`src/sv/dht_mod_unit.sv`:
```
// Restoring remainder unit, one quotient bit per cycle.
module dht_mod_unit #(
  parameter int DIVIDEND_W = 17,
  parameter int DIVISOR_W  = 12
) (
  input  logic                  clk,
  input  logic                  rst_n,
  input  logic                  start,
  input  logic [DIVIDEND_W-1:0] dividend,
  input  logic [DIVISOR_W-1:0]  divisor,
  output logic                  done,
  output logic [DIVISOR_W-1:0]  remainder
);

  localparam int CNT_W = $clog2(DIVIDEND_W + 1);

  logic                  busy_r, busy_nxt;
  logic                  done_r, done_nxt;
  logic [CNT_W-1:0]      cnt_r, cnt_nxt;
  logic [DIVIDEND_W-1:0] dvd_r, dvd_nxt;
  logic [DIVISOR_W-1:0]  div_r, div_nxt;
  logic [DIVISOR_W-1:0]  rem_r, rem_nxt;
  logic [DIVISOR_W:0]    trial;

  always_comb begin
    busy_nxt = busy_r;
    done_nxt = 1'b0;
    cnt_nxt  = cnt_r;
    dvd_nxt  = dvd_r;
    div_nxt  = div_r;
    rem_nxt  = rem_r;
    trial    = {rem_r, dvd_r[DIVIDEND_W-1]};
    if (start) begin
      busy_nxt = 1'b1;
      cnt_nxt  = CNT_W'(DIVIDEND_W);
      dvd_nxt  = dividend;
      div_nxt  = divisor;
      rem_nxt  = '0;
    end else if (busy_r) begin
      // The partial remainder stays below the divisor, so the trial fits.
      if (trial >= {1'b0, div_r}) begin
        rem_nxt = DIVISOR_W'(trial - {1'b0, div_r});
      end else begin
        rem_nxt = trial[DIVISOR_W-1:0];
      end
      dvd_nxt = {dvd_r[DIVIDEND_W-2:0], 1'b0};
      cnt_nxt = cnt_r - CNT_W'(1);
      if (cnt_r == CNT_W'(1)) begin
        busy_nxt = 1'b0;
        done_nxt = 1'b1;
      end
    end
  end

  always_ff @(posedge clk) begin
    if (!rst_n) begin
      busy_r <= 1'b0;
      done_r <= 1'b0;
      cnt_r  <= '0;
    end else begin
      busy_r <= busy_nxt;
      done_r <= done_nxt;
      cnt_r  <= cnt_nxt;
    end
  end

  always_ff @(posedge clk) begin
    dvd_r <= dvd_nxt;
    div_r <= div_nxt;
    rem_r <= rem_nxt;
  end

  assign done      = done_r;
  assign remainder = rem_r;

endmodule

```
`config.mk`:
```
export PLATFORM = sky130hd
export DESIGN_NAME = dht_mod_unit
export DESIGN_NICKNAME = d
export VERILOG_FILES = /design/src/sv/dht_mod_unit.sv
export SDC_FILE = /design/constraint.sdc
export NUM_CORES = 1
export LEC_CHECK = 0
export BUFFER_PORTS_ARGS = -buffer_cell sky130_fd_sc_hd__buf_2
export CAP_MARGIN = 20
export CELL_PAD_IN_SITES_DETAIL_PLACEMENT = 0
export CELL_PAD_IN_SITES_GLOBAL_PLACEMENT = 1
export CORE_ASPECT_RATIO = 1.4
export CORE_MARGIN = 3
export CORE_UTILIZATION = 47
export CTS_CLUSTER_DIAMETER = 50
export CTS_CLUSTER_SIZE = 30
export DETAILED_ROUTE_END_ITERATION = 10
export PLACE_DENSITY = 0.89
export SLEW_MARGIN = 25
export SYNTH_ARGS = -nofsm -noshare
export SYNTH_HDL_FRONTEND = slang
export SYNTH_SLANG_ARGS = --single-unit
```
`constraint.sdc`:
```
create_clock -name clk -period 3.67 [get_ports clk]
set_input_delay 0.367 -clock clk [delete_from_list [all_inputs] [get_ports clk]]
set_output_delay 0.367 -clock clk [all_outputs]
set_load 0.02 [all_outputs]
```
==> results of run 1 <==
## critical path, delay by kind of cell, from the launching register on
family,cells,cell delay [ns]
buffers and inverters,2,0.13
xor gates and xnor gates,1,0.15
DFF,1,0.40
AOI/OAI and AO/OA,5,1.10
adders and majority gates,2,0.60
## kinds of logic (layout without fill, tap and decap cells)
family / after synthesis / after routing
simple gates: 58 / 58
flops: 48 / 48
compound gates: 46 / 46
buf+inv: 26 / 72
mux: 17 / 17
fa+ha+maj: 15 / 15
xor+xnor: 12 / 12
## worst min-delay path by stage
stage,to,slack (ns),cells past startpoint
6_report,div_r[9],0.23,1
2_1_floorplan,div_r[0],0.47,0
3_5_place_dp,cnt_r[1],0.51,2
5_1_grt,div_r[7],0.22,1
4_1_cts,div_r[8],0.23,1
3_3_place_gp,cnt_r[1],0.49,2
## through the flow
stage / instances / worst slack, ns
after floorplan: 222 / 1.38
after detailed placement: 326 / 1.22
after CTS: 334 / 1.18
after global routing: 334 / 1.04
after global placement: 326 / 1.26
final: 334 / 1.16
## power by group through the flow
stage / clock network [mW] / registers [mW] / logic [mW]
final: 0.388 / 0.651 / 0.311
after global routing: 0.417 / 0.656 / 0.347
after CTS: 0.398 / 0.652 / 0.314
after detailed placement: 0 / 0.664 / 0.313
after global placement: 0 / 0.663 / 0.307
after floorplan: 0 / 0.672 / 0.230
## routing by layer
metal	routed length, um	track usage	vias to the layer above
met5	0	0	-
li1	-	-	907
met3	161	0.0325	6
met1	1980	0.197	863
met4	78	0.0597	0
met2	2550	0.283	33
## flip-flops by register name, summed over array words and instances (netlist names)
name	count
dvd_r	17
div_r	12
remainder	12
cnt_r	5
busy_r	1
done	1
## cells in the final DEF (no fill, tap or decap), drive strengths merged, types with 2 or more instances in the layout
master,count
a211o,2
inv,19
nor2,16
buf,46
o211ai,2
ha,14
xor2,2
xnor2,10
a21boi,2
and3,2
nor3,4
a311oi,8
a311o,3
nand2,21
edfxtp,29
nor4,2
and2,3
nand4,2
mux2,16
o21ai,6
clkbuf,5
a21o,3
o21bai,2
dfxtp,19
nor2b,2
o221ai,2
a211oi,4
nand3,3
a21oi,5
## final cells by class
cell class	count	area, um^2	share of cell area
Clock buffer	5	68.8	0.0235
Clock inverter	3	46.3	0.0158
Inverter	18	67.6	0.0231
Multi-Input combinational cell	148	1180	0.402
Sequential cell	48	1250	0.427
Tap cell	66	82.6	0.0282
Timing Repair Buffer	46	235	0.0803
==> flow_summary.json, run 1 <==
{
  "slew_violations": 0,
  "synthAdderAreaFrac": 0.0768,
  "grt_pass1_wl_um": 7960,
  "synthFlopType": "edfxtp_1",
  "synth_warnings": 0,
  "reg2reg_depth": 10,
  "cp_common_cell": "inv_1",
  "synth_seq_cells": 48,
  "critPathArrivalTime_ns": 2.68,
  "synthTopCellsByArea": "edfxtp_1 34%, dfxtp_1 15%, mux2_2 7.1%, ha_1 6.9%, a311oi_2 3.5%",
  "path_clk_slew_ns": 0.09,
  "power.internal_mw": 0.967,
  "drc": 0,
  "hold_buffers": 0,
  "p_leak_nw": 1.22,
  "grt_max_degree": 43,
  "die_height_um": 93.0,
  "overflow": 0,
  "hold_viol": 0,
  "synth_edf_count": 29,
  "synth_top_area_frac": 0.343,
  "drt_wl_total_um": 4770,
  "start_util": 0.489,
  "ff2ff_setup_slack_ns": 1.16,
  "final_core_util": 0.563,
  "yosys.area.top_type": "edfxtp_1",
  "postCtsSetupRepairBufs": 0,
  "place.gp.congestion": 0.794,
  "worstMarginPinSlew_ns": 0.686,
  "max_freq_mhz": 398,
  "slew_headroom": 0.541,
  "synthDistinctLibCells": 48,
  "ir_drop_v": 0.000306,
  "worstSetupEndpoint": "remainder[8]",
  "synth_common_cells": "29 x edfxtp_1, 20 x nand2_1, 19 x dfxtp_1, 18 x inv_1",
  "clk_latency_ns": 0.30,
  "critPathKind": "flip-flop to flip-flop",
  "antenna_found_initial": 0,
  "cp_slowest_cell": "fa_1",
  "power_mw": 1.35,
  "synth_most_common_cell": "edfxtp_1",
  "placementRows": 31,
  "startpoint": "dvd_r[16]",
  "synthArstFlopShare": 0,
  "whs_ns": 0.235,
  "via_count": 1809,
  "cp-start-kind": "flip-flop",
  "dpl.hpwl_um": 3540,
  "cts-resized-gates": 0,
  "placed_area_um2": 2810,
  "switching_share": 0.284,
  "synth_xor_area_frac": 0.0414,
  "crit_chain": "inv_1 > ha_1 > inv_1 > fa_1 > a211oi_2 > o21bai_1 > a2111oi_0 > a21oi_1 > xnor2_1 > o221ai_1",
  "cts_sinks": 48,
  "grt_usage": 0.164,
  "syn_inst": 222,
  "io_buffers": 44,
  "r2r_end": "remainder[8]",
  "comb_power_share": 0.231,
  "die_x_um": 68.1,
  "cts_made_buffers": 5,
  "cts_root_buffer": "clkbuf_8",
  "status": "completed",
  "rsz0062_at_grt": "false",
  "core_um2": 5200,
  "yosysSeqAreaShare": 0.493,
  "muxShareOfSynthArea": 0.0749,
  "fin_crit_sh": 0.684,
  "io_pins": 45,
  "cp.required_ns": 3.84,
  "final_area_um2": 2930,
  "detail-route-antenna-nets": 0,
  "final-setup-viol-count": 0,
  "tns_ns": 0,
  "netlist_area_um2": 2540,
  "synth_simple_gate_area_frac": 0.106,
  "cts_tree": "yes",
  "netSwitchingPower_mw": 0.384,
  "area_growth_pct": 15.3,
  "nFillCells": 474,
  "min_from": "divisor[9]",
  "worst-path-max-fanout": 3,
  "routed_via_density": 5.42,
  "fin_crit_ns": 2.51,
  "grt_pass1_vias": 1756,
  "r2r_start": "dvd_r[16]",
  "htreeDepth": 2,
  "first_iter_violations": 79,
  "max_stage_delay_ns": 0.44,
  "routedWlPerCell_um": 14.3,
  "layout.nets": 314,
  "dieArea_um2": 6330,
  "clkPwrFrac": 0.287,
  "finalClockSkew_ns": 0.00465,
  "synth-compound-area-share": 0.164,
  "drive_above_1_share": 0.313,
  "power.density_nw_per_um2": 461,
  "diodes": 0,
  "synth_top_family_by_area": "compound AO/OA/AOI/OAI gates",
  "drt_first_pass_iters": 4,
  "syn_avg_cell_area_um2": 11.4,
  "hp-class": "primary input to flip-flop",
  "clockBufferDepth": 2,
  "max_cap_viol_count": 0,
  "power.share.sequential": 0.482,
  "syn-num-nets": 269,
  "end_kind": "flip-flop"
}
(Power assumes the default switching activity.)
==> run 2: changes to the inputs <==
--- a/config.mk
+++ b/config.mk
@@ -11,11 +11,11 @@
 export CELL_PAD_IN_SITES_GLOBAL_PLACEMENT = 1
 export CORE_ASPECT_RATIO = 1.4
 export CORE_MARGIN = 3
-export CORE_UTILIZATION = 47
+export CORE_UTILIZATION = 44
 export CTS_CLUSTER_DIAMETER = 50
 export CTS_CLUSTER_SIZE = 30
 export DETAILED_ROUTE_END_ITERATION = 10
-export PLACE_DENSITY = 0.89
+export PLACE_DENSITY = 0.84
 export SLEW_MARGIN = 25
 export SYNTH_ARGS = -nofsm -noshare
 export SYNTH_HDL_FRONTEND = slang
==> constraint.sdc (replaced) <==
create_clock -name clk -period 2.5 [get_ports clk]
set_input_delay 0.25 -clock clk [delete_from_list [all_inputs] [get_ports clk]]
set_output_delay 0.25 -clock clk [all_outputs]
set_load 0.02 [all_outputs]
==> flow_summary.json, run 2 (synthesis results as in run 1) <==
{
  "status": "completed",
  "cts_made_buffers": 5,
  "largest_reg_flops": 17,
  "critPathArrivalTime_ns": 2.52,
  "cts_tree": "yes",
  "worstMarginPinSlew_ns": 0.478,
  "clockBufferDepth": 2,
  "cts_root_buffer": "clkbuf_8",
  "final_core_util": 0.533,
  "whs_ns": 0.121,
  "reg2reg_depth": 11,
  "slew_headroom": 0.681,
  "switching_share": 0.280,
  "max_freq_mhz": 434,
  "via_count": 1796,
  "hp-class": "primary input to flip-flop",
  "overflow": 0,
  "first_iter_violations": 53,
  "rsz0062_at_grt": "false",
  "power.internal_mw": 1.42,
  "cp-start-kind": "flip-flop",
  "p_leak_nw": 1.25,
  "cp.required_ns": 2.72,
  "ir_drop_v": 0.000479,
  "clk_latency_ns": 0.30,
  "io_buffers": 44,
  "end_kind": "flip-flop",
  "htreeDepth": 2,
  "die_x_um": 70.2,
  "hold_viol": 0,
  "fin_crit_ns": 2.30,
  "drive_above_1_share": 0.324,
  "postCtsSetupRepairBufs": 0,
  "path_clk_slew_ns": 0.08,
  "worst-path-max-fanout": 3,
  "final-setup-viol-count": 0,
  "drc": 0,
  "hold-path-endpoint": "div_r[6]",
  "grt_pass1_wl_um": 8260,
  "start_util": 0.456,
  "layout.nets": 318,
  "grt_usage": 0.154,
  "antenna_found_initial": 0,
  "hold_path_depth": 1,
  "detail-route-antenna-nets": 0,
  "dieArea_um2": 6730,
  "nFillCells": 488,
  "placementRows": 32,
  "comb_power_share": 0.239,
  "power.share.sequential": 0.483,
  "place.gp.congestion": 0.836,
  "r2r_end": "remainder[10]",
  "cts_sinks": 48,
  "io_pins": 45,
  "dpl.hpwl_um": 3670,
  "min_from": "divisor[6]",
  "slew_violations": 0,
  "power.density_nw_per_um2": 667,
  "drt_first_pass_iters": 4,
  "max_cap_viol_count": 0,
  "core_um2": 5570,
  "die_height_um": 95.9,
  "finalClockSkew_ns": 0.00433,
  "grt_pass1_vias": 1752,
  "critPathKind": "flip-flop to flip-flop",
  "final_cell_mix": "44 x buf_2, 29 x edfxtp_1, 20 x nand2_1",
  "top_register": "dvd_r",
  "routedWlPerCell_um": 14.4,
  "netSwitchingPower_mw": 0.554,
  "diodes": 0,
  "grt_max_degree": 28,
  "final_common_cell": "buf_2",
  "drt_wl_total_um": 4890,
  "r2r_start": "dvd_r[16]",
  "fin_crit_sh": 0.921,
  "routed_via_density": 5.28,
  "tns_ns": 0,
  "ff2ff_setup_slack_ns": 0.20,
  "clkPwrFrac": 0.278,
  "area_growth_pct": 16.8
}
[run 2: power groups by stage]
stage | combinational (mW) | sequential (mW) | clock, mW
floorplan | 0.338 | 0.987 | 0
global placement | 0.461 | 0.974 | 0
detailed placement | 0.465 | 0.976 | 0
CTS | 0.467 | 0.958 | 0.574
global route | 0.528 | 0.966 | 0.598
finish | 0.472 | 0.956 | 0.550
[run 2: what timing repair did]
item,4_1_cts,5_1_grt
gates resized for setup,0,3
hold buffers,0,0
endpoints found under the setup margin,0,3
hold endpoints to repair,0,0
[run 2: routing by layer]
layer / vias up / global-route usage / share of wire
met3: 6 / 0.0408 / 0.042
met5: - / 0 / 0
li1: 910 / - / -
met4: 0 / 0.0527 / 0.014
met1: 847 / 0.175 / 0.42
met2: 33 / 0.281 / 0.53
[run 2: final cells by class]
cell class / count / area (um^2) / share of cell area
sequential: 48 / 1250 / 0.422
tap: 68 / 85.1 / 0.0287
inverter: 18 / 67.6 / 0.0228
timing repair buffer: 50 / 265 / 0.0894
multi-input combinational: 148 / 1190 / 0.400
clock inverter: 3 / 42.5 / 0.0143
clock buffer: 5 / 68.8 / 0.0232
[run 2: stage by stage]
| stage | cell area (um^2) | worst slack [ns] | std cells | total power, mW |
|---|---|---|---|---|
| floorplan | 2540 | 0.209 | 222 | 1.32 |
| detailed placement | 2850 | 0.0719 | 332 | 1.44 |
| global route | 2970 | 0.0409 | 340 | 2.09 |
| CTS | 2960 | 0.0407 | 340 | 2.00 |
| finish | 2970 | 0.198 | 340 | 1.98 |
| global placement | 2850 | 0.116 | 332 | 1.44 |
[run 2: worst max-delay path: stages, from the launching register on]
cell and delay (ns):
edfxtp_1 0.39, inv_1 0.07, ha_1 0.17, inv_1 0.06, fa_2 0.38, a211oi_4 0.24, o21bai_1 0.13, buf_4 0.16
o221ai_1 0.18, xnor2_1 0.14, nand2_1 0.08, a311oi_2 0.23
[run 2: worst max path at each step]
stage / slack, ns / depth (start not counted) / to / startpoint
finish: 0.20 / 11 / remainder[10] / dvd_r[16]
global route: 0.04 / 11 / remainder[10] / dvd_r[16]
CTS: 0.04 / 10 / remainder[8] / dvd_r[16]
detailed placement: 0.07 / 10 / remainder[8] / dvd_r[16]
global placement: 0.12 / 10 / remainder[8] / dvd_r[16]
floorplan: 0.21 / 10 / remainder[8] / dvd_r[16]
